$ cat config.mk
export PLATFORM = sky130hd
export DESIGN_NAME = substring_match_with_line_column
export DESIGN_NICKNAME = d
export VERILOG_FILES = /design/src/hdl/smlc_pkg.sv /design/src/hdl/smlc_cell.sv /design/src/hdl/smlc_align.sv /design/src/hdl/substring_match_with_line_column.sv
export SDC_FILE = /design/constraint.sdc
export NUM_CORES = 2
export LEC_CHECK = 0
export ABC_AREA = 1
export BUFFER_PORTS_ARGS = -buffer_cell sky130_fd_sc_hd__buf_2
export CAP_MARGIN = 20
export CORE_MARGIN = 5
export CORE_UTILIZATION = 44
export DETAILED_ROUTE_END_ITERATION = 7
export HOLD_SLACK_MARGIN = 0.08
export SETUP_SLACK_MARGIN = 0.05
export SLEW_MARGIN = 10
export SYNTH_ARGS = -nofsm -noshare
export SYNTH_HDL_FRONTEND = slang
export SYNTH_HIERARCHICAL = 1
export SYNTH_SLANG_ARGS = --single-unit
$ cat constraint.sdc
create_clock -name clock -period 81.1 [get_ports clock]
set_input_delay 16.22 -clock clock [delete_from_list [all_inputs] [get_ports clock]]
set_output_delay 16.22 -clock clock [all_outputs]
set_load 0.02 [all_outputs]
$ cat src/hdl/smlc_pkg.sv
// shared constants and types for the streaming substring matcher
`timescale 1ns / 1ps
`default_nettype none

package smlc_pkg;

   // default sizes for the top level parameters
   localparam int MAX_PATTERN_DEF = 32;
   localparam int LINE_BITS_DEF   = 32;
   localparam int COLUMN_BITS_DEF = 16;

   // configuration port layout
   localparam int CSR_INDEX_BITS = 3;
   localparam int CSR_DATA_BITS  = 64;
   localparam int LENGTH_BITS    = 6;
   localparam int PATTERN_WORDS  = 4;
   localparam int CFG_BYTES      = 32;

   // register indexes
   localparam logic [CSR_INDEX_BITS-1:0] CSR_LENGTH      = 3'd0;
   localparam logic [CSR_INDEX_BITS-1:0] CSR_BYTES_0_7   = 3'd1;
   localparam logic [CSR_INDEX_BITS-1:0] CSR_BYTES_8_15  = 3'd2;
   localparam logic [CSR_INDEX_BITS-1:0] CSR_BYTES_16_23 = 3'd3;
   localparam logic [CSR_INDEX_BITS-1:0] CSR_BYTES_24_31 = 3'd4;

   // text and result field widths
   localparam logic [7:0] NEWLINE_BYTE = 8'h0A;
   localparam int LINE_OUT_BITS   = 32;
   localparam int COLUMN_OUT_BITS = 16;
   localparam int OFFSET_BITS     = 32;

   // per cell compare control: aligned pattern byte, cell in use, cell holds match start
   typedef struct packed {
      logic [7:0] pat;
      logic       used;
      logic       pick;
   } cell_ctl_type;

endpackage

`default_nettype wire

$ cat src/hdl/smlc_cell.sv
// one window cell: holds a text byte with its column and line, compares it to the pattern
`timescale 1ns / 1ps
`default_nettype none

module smlc_cell #(
   parameter int LINE_BITS   = smlc_pkg::LINE_BITS_DEF,
   parameter int COLUMN_BITS = smlc_pkg::COLUMN_BITS_DEF
) (
   input  wire logic                   clock,
   input  wire logic                   shift_en,
   input  wire logic [7:0]             byte_prev,
   input  wire logic [COLUMN_BITS-1:0] column_prev,
   input  wire logic [LINE_BITS-1:0]   line_prev,
   input  wire smlc_pkg::cell_ctl_type ctl,
   output logic [7:0]                  byte_out,
   output logic [COLUMN_BITS-1:0]      column_out,
   output logic [LINE_BITS-1:0]        line_out,
   output logic                        match,
   output logic [COLUMN_BITS-1:0]      column_pick,
   output logic [LINE_BITS-1:0]        line_pick
);

   logic [7:0]             byte_ff;
   logic [COLUMN_BITS-1:0] column_ff;
   logic [LINE_BITS-1:0]   line_ff;

   // take the neighbor's contents when an item enters the window
   always_ff @(posedge clock) begin
      if (shift_en) begin
         byte_ff   <= byte_prev;
         column_ff <= column_prev;
         line_ff   <= line_prev;
      end
   end

   assign byte_out   = byte_ff;
   assign column_out = column_ff;
   assign line_out   = line_ff;

   // cells past the pattern length always agree
   assign match = !ctl.used || (byte_ff == ctl.pat);

   // only the cell that holds the first matched byte drives the position
   assign column_pick = ctl.pick ? column_ff : '0;
   assign line_pick   = ctl.pick ? line_ff : '0;

endmodule

`default_nettype wire

$ cat src/hdl/smlc_align.sv
// lines the configured pattern up with the window cells for the active length
`timescale 1ns / 1ps
`default_nettype none

module smlc_align #(
   parameter int MAX_PATTERN = smlc_pkg::MAX_PATTERN_DEF,
   localparam int LEN_W      = $clog2(MAX_PATTERN + 1)
) (
   input  wire logic                                  clock,
   input  wire logic [smlc_pkg::LENGTH_BITS-1:0]      pattern_length,
   input  wire logic [8*smlc_pkg::CFG_BYTES-1:0]      pattern_bytes,
   output smlc_pkg::cell_ctl_type                     ctl [MAX_PATTERN],
   output logic [LEN_W-1:0]                           active_len
);

   localparam int RAW_W = smlc_pkg::LENGTH_BITS + 1;

   logic [RAW_W-1:0]         raw_len;
   logic [LEN_W-1:0]         len_in;
   logic [LEN_W-1:0]         len_ff;
   logic [LEN_W-1:0]         shift_amt;
   logic [8*MAX_PATTERN-1:0] reversed;
   logic [8*MAX_PATTERN-1:0] aligned;
   smlc_pkg::cell_ctl_type   ctl_in [MAX_PATTERN];
   smlc_pkg::cell_ctl_type   ctl_ff [MAX_PATTERN];

   // zero length acts as one, long lengths stop at the window size
   assign raw_len = {1'b0, pattern_length};
   always_comb begin
      if (raw_len == '0) begin
         len_in = LEN_W'(1);
      end else if (raw_len > RAW_W'(MAX_PATTERN)) begin
         len_in = LEN_W'(MAX_PATTERN);
      end else begin
         len_in = LEN_W'(raw_len);
      end
   end

   // pattern in reverse order; bytes beyond the configured ones are zero
   for (genvar k = 0; k < MAX_PATTERN; k++) begin : g_rev
      if (MAX_PATTERN - 1 - k < smlc_pkg::CFG_BYTES) begin : g_cfg
         assign reversed[8*k +: 8] = pattern_bytes[8*(MAX_PATTERN-1-k) +: 8];
      end else begin : g_zero
         assign reversed[8*k +: 8] = 8'h00;
      end
   end

   // cell k compares against pattern byte len-1-k
   assign shift_amt = LEN_W'(MAX_PATTERN) - len_in;
   assign aligned   = reversed >> {shift_amt, 3'b000};

   always_comb begin
      for (int k = 0; k < MAX_PATTERN; k++) begin
         ctl_in[k].pat  = aligned[8*k +: 8];
         ctl_in[k].used = LEN_W'(k) < len_in;
         ctl_in[k].pick = LEN_W'(k) == LEN_W'(len_in - 1'b1);
      end
   end

   // registered every cycle so the compare path starts at flops
   always_ff @(posedge clock) begin
      len_ff <= len_in;
      for (int k = 0; k < MAX_PATTERN; k++) begin
         ctl_ff[k] <= ctl_in[k];
      end
   end

   assign ctl        = ctl_ff;
   assign active_len = len_ff;

endmodule

`default_nettype wire

$ cat src/hdl/substring_match_with_line_column.sv
// streaming substring matcher reporting line, column and end offset of every hit
//
//   channel  direction  handshake              payload
//   req      in         req_valid / req_ready  req_data_byte, req_start_of_text
//   rsp      out        rsp_valid / rsp_ready  rsp_line_number, rsp_start_column, rsp_end_offset
//   csr      in         csr_valid / csr_ready  csr_index, csr_data
//
// one byte per cycle while no hit is stalled: an accepted byte shifts the cell chain, then
// all cells compare against the aligned pattern in parallel and a hit loads the output register
// a hit is held in the output register while it is on rsp
// a hit that finds the output register still full holds the chain and drops req_ready
// reset is synchronous: pattern length 1, pattern bytes zero, counters cleared
// csr writes are always taken; a write passes the configuration and align registers before the compare uses it
`timescale 1ns / 1ps
`default_nettype none

module substring_match_with_line_column #(
   parameter int MAX_PATTERN = smlc_pkg::MAX_PATTERN_DEF,
   parameter int LINE_BITS   = smlc_pkg::LINE_BITS_DEF,
   parameter int COLUMN_BITS = smlc_pkg::COLUMN_BITS_DEF
) (
   input  wire logic                                   clock,
   input  wire logic                                   reset,
   input  wire logic                                   req_valid,
   output logic                                        req_ready,
   input  wire logic [7:0]                             req_data_byte,
   input  wire logic                                   req_start_of_text,
   output logic                                        rsp_valid,
   input  wire logic                                   rsp_ready,
   output logic [smlc_pkg::LINE_OUT_BITS-1:0]          rsp_line_number,
   output logic [smlc_pkg::COLUMN_OUT_BITS-1:0]        rsp_start_column,
   output logic [smlc_pkg::OFFSET_BITS-1:0]            rsp_end_offset,
   input  wire logic                                   csr_valid,
   output logic                                        csr_ready,
   input  wire logic [smlc_pkg::CSR_INDEX_BITS-1:0]    csr_index,
   input  wire logic [smlc_pkg::CSR_DATA_BITS-1:0]     csr_data
);

   localparam int LEN_W    = $clog2(MAX_PATTERN + 1);
   localparam int LINE_EXT = (LINE_BITS > smlc_pkg::LINE_OUT_BITS) ?
                             LINE_BITS : smlc_pkg::LINE_OUT_BITS;
   localparam int COL_EXT  = (COLUMN_BITS > smlc_pkg::COLUMN_OUT_BITS) ?
                             COLUMN_BITS : smlc_pkg::COLUMN_OUT_BITS;
   localparam logic [LINE_BITS-1:0]   LINE_MAX   = '1;
   localparam logic [COLUMN_BITS-1:0] COLUMN_MAX = '1;
   localparam logic [LINE_EXT-1:0] LINE_CLAMP =
      LINE_EXT'({smlc_pkg::LINE_OUT_BITS{1'b1}});
   localparam logic [COL_EXT-1:0] COL_CLAMP =
      COL_EXT'({smlc_pkg::COLUMN_OUT_BITS{1'b1}});

   // configuration registers
   logic [smlc_pkg::LENGTH_BITS-1:0]   pattern_length_ff;
   logic [smlc_pkg::CSR_DATA_BITS-1:0] pattern_word_ff [smlc_pkg::PATTERN_WORDS];
   logic [8*smlc_pkg::CFG_BYTES-1:0]   pattern_flat;

   // stream counters
   logic [LINE_BITS-1:0]           line_count_ff, line_count_in, base_line;
   logic [COLUMN_BITS-1:0]         column_count_ff, column_count_in, base_column;
   logic [smlc_pkg::OFFSET_BITS-1:0] offset_ff, offset_in, base_offset;
   logic [LEN_W-1:0]               bytes_seen_ff, bytes_seen_in, base_seen;

   // compare stage
   logic                             s1_valid_ff, s1_valid_in;
   logic                             s1_line_sat_ff;
   logic [smlc_pkg::OFFSET_BITS-1:0] s1_offset_ff;

   // output register
   logic                                 rsp_valid_ff, rsp_valid_in;
   logic [smlc_pkg::LINE_OUT_BITS-1:0]   rsp_line_ff;
   logic [smlc_pkg::COLUMN_OUT_BITS-1:0] rsp_column_ff;
   logic [smlc_pkg::OFFSET_BITS-1:0]     rsp_offset_ff;

   // cell chain
   smlc_pkg::cell_ctl_type ctl [MAX_PATTERN];
   logic [LEN_W-1:0]       active_len;
   logic [7:0]             cell_byte   [MAX_PATTERN];
   logic [COLUMN_BITS-1:0] cell_column [MAX_PATTERN];
   logic [LINE_BITS-1:0]   cell_line   [MAX_PATTERN];
   logic [COLUMN_BITS-1:0] pick_column [MAX_PATTERN];
   logic [LINE_BITS-1:0]   pick_line   [MAX_PATTERN];
   logic [MAX_PATTERN-1:0] cell_match;

   logic                   accept, out_free, hit, s1_fire;
   logic [COLUMN_BITS-1:0] start_column;
   logic [LINE_BITS-1:0]   start_line;
   logic [LINE_BITS-1:0]   line_value;
   logic [LINE_EXT-1:0]    line_wide;
   logic [COL_EXT-1:0]     column_wide;

   // configuration writes
   assign csr_ready = 1'b1;

   always_ff @(posedge clock) begin
      if (reset) begin
         pattern_length_ff <= smlc_pkg::LENGTH_BITS'(1);
         for (int w = 0; w < smlc_pkg::PATTERN_WORDS; w++) begin
            pattern_word_ff[w] <= '0;
         end
      end else if (csr_valid && csr_ready) begin
         case (csr_index)
            smlc_pkg::CSR_LENGTH: begin
               pattern_length_ff <= csr_data[smlc_pkg::LENGTH_BITS-1:0];
            end
            smlc_pkg::CSR_BYTES_0_7: begin
               pattern_word_ff[0] <= csr_data;
            end
            smlc_pkg::CSR_BYTES_8_15: begin
               pattern_word_ff[1] <= csr_data;
            end
            smlc_pkg::CSR_BYTES_16_23: begin
               pattern_word_ff[2] <= csr_data;
            end
            smlc_pkg::CSR_BYTES_24_31: begin
               pattern_word_ff[3] <= csr_data;
            end
            default: begin
            end
         endcase
      end
   end

   assign pattern_flat = {pattern_word_ff[3], pattern_word_ff[2],
                          pattern_word_ff[1], pattern_word_ff[0]};

   smlc_align #(
      .MAX_PATTERN (MAX_PATTERN)
   ) u_align (
      .clock          (clock),
      .pattern_length (pattern_length_ff),
      .pattern_bytes  (pattern_flat),
      .ctl            (ctl),
      .active_len     (active_len)
   );

   // handshake: a pending hit waits for the output register
   assign out_free  = !rsp_valid_ff || rsp_ready;
   assign s1_fire   = s1_valid_ff && (out_free || !hit);
   assign req_ready = !s1_valid_ff || s1_fire;
   assign accept    = req_valid && req_ready;

   // counters as seen by this item, after an optional start of text
   assign base_line   = req_start_of_text ? '0 : line_count_ff;
   assign base_column = req_start_of_text ? '0 : column_count_ff;
   assign base_offset = req_start_of_text ? '0 : offset_ff;
   assign base_seen   = req_start_of_text ? '0 : bytes_seen_ff;

   always_comb begin
      line_count_in   = base_line;
      column_count_in = base_column;
      if (req_data_byte == smlc_pkg::NEWLINE_BYTE) begin
         column_count_in = '0;
         if (base_line != LINE_MAX) begin
            line_count_in = base_line + 1'b1;
         end
      end else if (base_column != COLUMN_MAX) begin
         column_count_in = base_column + 1'b1;
      end
      offset_in     = base_offset + 1'b1;
      bytes_seen_in = (base_seen < LEN_W'(MAX_PATTERN)) ? LEN_W'(base_seen + 1'b1) : base_seen;
   end

   always_ff @(posedge clock) begin
      if (reset) begin
         line_count_ff   <= '0;
         column_count_ff <= '0;
         offset_ff       <= '0;
         bytes_seen_ff   <= '0;
      end else if (accept) begin
         line_count_ff   <= line_count_in;
         column_count_ff <= column_count_in;
         offset_ff       <= offset_in;
         bytes_seen_ff   <= bytes_seen_in;
      end
   end

   // the chain: cell 0 takes the new byte, each cell hands its contents onward
   for (genvar k = 0; k < MAX_PATTERN; k++) begin : g_cell
      logic [7:0]             byte_prev;
      logic [COLUMN_BITS-1:0] column_prev;
      logic [LINE_BITS-1:0]   line_prev;

      if (k == 0) begin : g_head
         assign byte_prev   = req_data_byte;
         assign column_prev = base_column;
         assign line_prev   = base_line;
      end else begin : g_link
         assign byte_prev   = cell_byte[k-1];
         assign column_prev = cell_column[k-1];
         assign line_prev   = cell_line[k-1];
      end

      smlc_cell #(
         .LINE_BITS   (LINE_BITS),
         .COLUMN_BITS (COLUMN_BITS)
      ) u_cell (
         .clock       (clock),
         .shift_en    (accept),
         .byte_prev   (byte_prev),
         .column_prev (column_prev),
         .line_prev   (line_prev),
         .ctl         (ctl[k]),
         .byte_out    (cell_byte[k]),
         .column_out  (cell_column[k]),
         .line_out    (cell_line[k]),
         .match       (cell_match[k]),
         .column_pick (pick_column[k]),
         .line_pick   (pick_line[k])
      );
   end

   // compare stage state for the byte now at the head of the chain
   always_ff @(posedge clock) begin
      if (reset) begin
         s1_valid_ff <= 1'b0;
      end else begin
         s1_valid_ff <= s1_valid_in;
      end
   end

   assign s1_valid_in = accept ? 1'b1 : (s1_fire ? 1'b0 : s1_valid_ff);

   always_ff @(posedge clock) begin
      if (accept) begin
         s1_line_sat_ff <= (base_line == LINE_MAX);
         s1_offset_ff   <= base_offset;
      end
   end

   // hit when every used cell agrees and the window is full enough
   assign hit = (&cell_match) && (bytes_seen_ff >= active_len);

   // start position from the cell holding the first matched byte
   always_comb begin
      start_column = '0;
      start_line   = '0;
      for (int k = 0; k < MAX_PATTERN; k++) begin
         start_column = start_column | pick_column[k];
         start_line   = start_line | pick_line[k];
      end
   end

   // a saturated line counter reports its maximum, otherwise start line is 1-based
   assign line_value  = s1_line_sat_ff ? LINE_MAX : LINE_BITS'(start_line + 1'b1);
   assign line_wide   = LINE_EXT'(line_value);
   assign column_wide = COL_EXT'(start_column);

   // output register
   always_comb begin
      if (s1_fire && hit) begin
         rsp_valid_in = 1'b1;
      end else if (rsp_ready) begin
         rsp_valid_in = 1'b0;
      end else begin
         rsp_valid_in = rsp_valid_ff;
      end
   end

   always_ff @(posedge clock) begin
      if (reset) begin
         rsp_valid_ff <= 1'b0;
      end else begin
         rsp_valid_ff <= rsp_valid_in;
      end
   end

   always_ff @(posedge clock) begin
      if (s1_fire && hit) begin
         rsp_line_ff   <= (line_wide > LINE_CLAMP) ? '1 :
                          line_wide[smlc_pkg::LINE_OUT_BITS-1:0];
         rsp_column_ff <= (column_wide > COL_CLAMP) ? '1 :
                          column_wide[smlc_pkg::COLUMN_OUT_BITS-1:0];
         rsp_offset_ff <= s1_offset_ff;
      end
   end

   assign rsp_valid        = rsp_valid_ff;
   assign rsp_line_number  = rsp_line_ff;
   assign rsp_start_column = rsp_column_ff;
   assign rsp_end_offset   = rsp_offset_ff;

   // start of text leaves exactly one byte in the window
   assert property (@(posedge clock) disable iff (reset)
      accept && req_start_of_text |=> bytes_seen_ff == LEN_W'(1))
      else $error("window fill count wrong after start of text");

   // fill count never passes the window size
   assert property (@(posedge clock) disable iff (reset)
      bytes_seen_ff <= LEN_W'(MAX_PATTERN))
      else $error("window fill count overflow");

   // a new result only comes from an evaluated item
   assert property (@(posedge clock) disable iff (reset)
      $rose(rsp_valid_ff) |-> $past(s1_valid_ff))
      else $error("result without a pending item");

   // a stalled hit keeps its item and its offset
   assert property (@(posedge clock) disable iff (reset)
      s1_valid_ff && !s1_fire |=> s1_valid_ff && $stable(s1_offset_ff))
      else $error("stalled item lost");

endmodule

`default_nettype wire

* Word-level counts from Yosys, hierarchy flattened
Memories as Yosys holds them, arrays and structs flattened. Cells that the tools add are included.
Word-level totals: flip-flop bits (word level) 2325, RAM bits 256, input bits 81, output and inout port bits 83, word-level logic and storage cells 571, memories 1
Operators by class: add/sub/neg operators 7, order comparisons 37, equal/unequal tests 71, shifts and indexed selects 1, mux-type cells 102, bitwise gates (word level) 66, reductions and logical operators 81
Memories:
- pattern_word_ff | words 4, width 64, read ports 4, clocked after Yosys merged registers in 0, wr ports 4, RTL line substring_match_with_line_column.sv:53 | logic [smlc_pkg::CSR_DATA_BITS-1:0] pattern_word_ff [smlc_pkg::PATTERN_WORDS];
Operators with widths (number):
- $mux W32 | 37
- $or A32 B32 Y32 | 31
- $mux W16 | 35
- $or A16 B16 Y16 | 31
- $eq A8 B8 Y1 | 32
- $mux W64 | 4
- $shr A256 B9 Y256 | 1
- $add A32 B1 Y32 const B | 3
- $eq A5 B6 Y1 const A | 16
- $lt A5 B6 Y1 const A | 16
- $eq A4 B6 Y1 const A | 8
- $lt A4 B6 Y1 const A | 8
- $logic_not A1 Y1 | 35
- $logic_or A1 B1 Y1 | 35
- $eq A32 B32 Y1 const B | 1
- $gt A32 B32 Y1 const B | 1
- $ne A32 B32 Y1 const B | 1
- $reduce_and A32 Y1 | 1
- $eq A3 B6 Y1 const A | 4
- $lt A3 B6 Y1 const A | 4
- $mux W6 | 4
- $mux W1 | 22
- $add A16 B1 Y16 const B | 1
- $gt A16 B16 Y1 const B | 1
- other kinds (22) | 33

* Depth between registers and ports, before layout
word-level depth 35, depth in mapped cells 21, gate-level depth less buffers 20

* Hierarchy
The synthesis kept the hierarchy.
By module, submodules not included:
- smlc_cell | instances 32, cells each 189, area each 2222.1 um^2, sequential area each 1681.6 um^2
- substring_match_with_line_column | instances 1, cells each 3523, area each 26527.9 um^2, sequential area each 12962.4 um^2
- smlc_align | instances 1, cells each 4263, area each 23739.0 um^2, sequential area each 6506.2 um^2

* Least setup slack after synthesis
OpenSTA, ideal clock, no wires.
kind input to register, start input port rsp_ready, end register g_cell[0].u_cell.byte_ff[0], enable pin, setup time 1415 ps, arrival time 37617 ps, required time 79685 ps, path slack 42068 ps, stages 6, buffers on the path 2, path through nor2_1 nand2_1 nand2_1 inv_1 buf_4 buf_2
On the way: cells in the longest elaborated chain, start to end 5
RTL lines:
- start: declaration | RTL line substring_match_with_line_column.sv:29 | input wire logic rsp_ready,
- $logic_or A1 B1 Y1 | RTL line substring_match_with_line_column.sv:136 | assign out_free = !rsp_valid_ff || rsp_ready;
- $logic_or A1 B1 Y1 | RTL line substring_match_with_line_column.sv:137 | assign s1_fire = s1_valid_ff && (out_free || !hit);
- $logic_and A1 B1 Y1 | RTL line substring_match_with_line_column.sv:137
- $logic_or A1 B1 Y1 | RTL line substring_match_with_line_column.sv:138 | assign req_ready = !s1_valid_ff || s1_fire;
- named net req_ready | RTL line substring_match_with_line_column.sv:25 | output logic req_ready,
- $logic_and A1 B1 Y1 | RTL line substring_match_with_line_column.sv:139 | assign accept = req_valid && req_ready;
- named net accept | RTL line substring_match_with_line_column.sv:83 | logic accept, out_free, hit, s1_fire;
- end signal: assignment | RTL line smlc_cell.sv:30 | byte_ff <= byte_prev;
- end: declaration | RTL line smlc_cell.sv:23 | logic [7:0] byte_ff;
The timed path passes the listed nets, and every way through them passes these cells. A chain may end at the register's enable or synchronous reset.

* Worst setup path in the final report
start input port rsp_ready, end output port req_ready
On the way: cells in the longest elaborated chain, start to end 4
RTL lines (RTL line):
- $logic_or A1 B1 Y1 | substring_match_with_line_column.sv:136
- $logic_or A1 B1 Y1 | substring_match_with_line_column.sv:137
- $logic_and A1 B1 Y1 | substring_match_with_line_column.sv:137
- $logic_or A1 B1 Y1 | substring_match_with_line_column.sv:138
- end: declaration | substring_match_with_line_column.sv:25
Every way passes these cells.

==> run_results.csv <==
group,metric,value,unit
route,wl_per_cell,18.6,um
cells_and_area,drive_gt1_frac,0.0837,
synth,syn-cell-area,121000,um2
sta,grt_setup_unrepaired,"false",
sta,maxSlewHeadroom,0.204,
sta,hold_violations,0,
clocking,post_cts_resized,0,
sta,setup_viol,0,
route,via_per_inst,4.94,
clocking,clkSinkCount,2580,
global_routing,overflow,0,
clocking,hold_buffers,0,
global_routing,grt_use_met1,0.326,
die,start_util,0.443,
global_routing,grt_max_degree,186,
sta,slew_viol_final,0,
route,final_antenna_net_count,0,
setup_path,crit_slowest_cell,"nor2_1",
route,num_vias,87517,
cells_and_area,finalNetCount,13919,
die,fp-row-count,192,
cells_and_area,area_delta_synth_final,10.1,%
setup_path,crit_path_max_fanout,3,
setup_path,crit_arrival,16840,ps
synth,synth-main-ff-cell,"edfxtp_1",
setup_path,cp_data_required_time,64880,ps
placement,portBuffers,162,
setup_path,worstSetupStartpointType,"input pin",
route,dr.first_iter.drc_count,10434,
cells_and_area,final_core_util,0.488,
global_routing,grt.busiest_layer,"met2",
clocking,post-cts-setup-buffer-count,0,
sta,setup_tns,0,ps
clocking,cts.clk_slew.worst_paths,60,ps
sta,fin_skew,83.4,ps
sta,period_share,0.408,
setup_path,critPathMaxStageDelay,190,ps
die,coreArea,274000,um2
synth,syn-num-nets,13931,
clocking,h-tree-depth,5,
setup_path,path_common_cell,"buf_2",
route,drc_errors,0,
global_routing,gr-usage-met2,0.348,
synth,synth-seq-area-share,0.604,
die,die_w,535,um
setup_path,worstSetupPathType,"in -> out",
die,fp.dieArea,286000,um2
sta,worst_pin_slew,1190,ps
die,ios,164,
placement,gp_congestion,0.926,
power,power.density,23.5,nW/um2
placement,dp_hpwl,214000,um
sta,clock.fmax,30.2,MHz
clocking,cts_buffers,284,
power,power.leakage,64.6,nW
global_routing,antenna_found_initial,11,
synth,synth_seq_cells,2580,
die,fp.dieH,535,um
route,dr.pass1.iters,6,
global_routing,grt_pass1_wl,497000,um
global_routing,grt_pass1_vias,79693,
job,maxCapViolCount,0,
power,vdd_drop_max,0.0184,mV
clocking,clock_path_buffers,4,
route,totalWireLength,330000,um
clocking,cts_tree,"done",
hold_path,hp-class,"reg -> reg",
synth,syn_avg_cell_area,8.77,um2
synth,ys_warn_count,6,
synth,async_flop_share,0,
clocking,clkLatencyLatePin,880,ps
synth,yosysUniqueCellTypes,46,
synth,netlist_instances,13834,
sta,period_minus_slack,33060,ps
synth,synth-edff-count,2161,
setup_path,crit_path_end_kind,"output pin",
global_routing,grt_util_met3,0.0301,
setup_path,worstPathCellList,"buf_2 > nor2_1 > nand2_1 > buf_2",
outcome,status,"complete, no violations",
global_routing,grt_use_total,0.225,
clocking,cts_root_buf,"clkbuf_16",
==> path summary, 6_finish.rpt <==
| path | to | cells after the start | from | slack (ps) |
|---|---|---|---|---|
| worst max-delay path | req_ready | 4 | rsp_ready | 48040 |
| worst min register to register | g_cell[3].u_cell/column_out[2]$_DFFE_PP_ | 0 | g_cell[2].u_cell/column_out[2]$_DFFE_PP_ | 380 |
| worst min-delay path | g_cell[3].u_cell/column_out[2]$_DFFE_PP_ | 0 | g_cell[2].u_cell/column_out[2]$_DFFE_PP_ | 380 |
| worst max register to register | g_cell[28].u_cell/line_out[14]$_DFFE_PP_ | 21 | g_cell[0].u_cell/byte_out[2]$_DFFE_PP_ | 70950 |
==> metrics by stage <==
step	area, um2	total power, mW	hold slack, ps	std cells	setup slack [ps]
final	134000	3.14	377	17732	48040
after global routing	134000	3.27	384	17729	48010
after CTS	134000	3.17	372	17728	48040
after detailed placement	125000	1.91	406	17222	48040
after global placement	125000	1.91	402	17221	48000
after floorplan	121000	1.83	400	13834	42070
==> area by class of cell <==
class	count	area [um2]
Fill cell	25818	140000
Sequential cell	2580	73300
Multi-Input combinational cell	8187	35700
Inverter	2492	9390
Clock buffer	373	7810
Tap cell	3686	4610
Timing Repair Buffer	277	1760
Clock inverter	133	1080
Antenna cell	4	10.0
==> Yosys cell counts (2+ instances only) <==
| library cell | count | area share |
|---|---|---|
| inv_2 | 330 | 0.010 |
| buf_12 | 2 | 0.00033 |
| nand2_1 | 4244 | 0.13 |
| nor2_1 | 1413 | 0.044 |
| o211ai_1 | 4 | 0.00025 |
| and2_0 | 5 | 0.00026 |
| nor2_4 | 23 | 0.0021 |
| clkbuf_1 | 177 | 0.0055 |
| nor2_2 | 40 | 0.0021 |
| inv_1 | 2158 | 0.067 |
| buf_6 | 73 | 0.0068 |
| dfxtp_1 | 419 | 0.069 |
| xor2_1 | 36 | 0.0026 |
| a21oi_1 | 109 | 0.0045 |
| clkinv_1 | 3 | 0.000093 |
| nor3_4 | 2 | 0.00027 |
| buf_4 | 48 | 0.0030 |
| nor4_2 | 4 | 0.00041 |
| o21ai_1 | 17 | 0.00070 |
| nor3_2 | 8 | 0.00066 |
| o31ai_1 | 4 | 0.00025 |
| nand4_1 | 109 | 0.0056 |
| nor3_1 | 63 | 0.0026 |
| xnor2_1 | 145 | 0.010 |
| edfxtp_1 | 2161 | 0.53 |
| o21ai_0 | 103 | 0.0042 |
| nand3b_1 | 12 | 0.00074 |
| nand2_2 | 15 | 0.00077 |
| ha_1 | 16 | 0.0016 |
| nor4_1 | 137 | 0.0071 |
| nor2_8 | 3 | 0.00049 |
| a21oi_2 | 2 | 0.00014 |
| nand3_1 | 1624 | 0.067 |
| buf_2 | 233 | 0.0096 |
| and2_1 | 19 | 0.00098 |
| nand3_2 | 6 | 0.00049 |
| or2_2 | 18 | 0.00093 |
| buf_1 | 41 | 0.0013 |
==> per-layer routing <==
metal	wire length [um]	vias up
met3	23400	531
met1	147000	40332
met5	0	-
met4	12500	0
li1	-	43508
met2	147000	3146
==> report_power, final <==
group	total [mW]	leakage, nW	internal (mW)	switching, mW
Combinational	0.324	35.7	0.0849	0.239
Clock	1.25	4.36	0.725	0.530
Sequential	1.57	24.6	1.52	0.0419
Total	3.14	64.6	2.33	0.811
==> kinds of logic after synthesis <==
family / share of synthesized area
buffers and inverters: 0.104
AOI/OAI and AO/OA: 0.0103
adders and majority gates: 0.00165
and+or+nand+nor: 0.268
DFF: 0.604
xor gates and xnor gates: 0.0131
other: 0.0000309
==> state kept, by name, indices dropped and copies added, names as in the netlist <==
name / cells
rsp_start_column: 16
bytes_seen_ff: 6
pattern_length_ff: 6
rsp_end_offset: 32
column_count_ff: 16
g_cell.u_cell/line_out: 1024
u_align/ctl: 320
g_cell.u_cell/column_out: 512
line_count_ff: 32
rsp_valid: 1
s1_offset_ff: 32
offset_ff: 32
pattern_word_ff: 256
s1_valid_ff: 1
s1_line_sat_ff: 1
u_align/active_len: 5
g_cell.u_cell/byte_out: 256
rsp_line_number: 32
==> worst max-delay path: cells and delay by family <==
| family | cells | cell delay (ps) |
|---|---|---|
| and+or+nand+nor | 2 | 340 |
| buffers and inverters | 2 | 280 |
==> cells in the final DEF (no fill, tap or decap), drive strengths merged <==
master	n
nand3	1630
a21boi	1
nor2	1479
nor3b	1
and2	24
inv	2505
or2	19
o21bai	1
nand3b	12
nand2	4259
clkinv	98
diode	4
bufinv	14
clkinvlp	8
buf	277
nand4	109
clkbuf	373
dfxtp	419
nor3	73
o31ai	4
edfxtp	2161
xor2	36
o211ai	5
xnor2	145
nor4	141
o21ai	120
ha	16
a21oi	111
conb	1
Power figures use the tool's default switching activity.
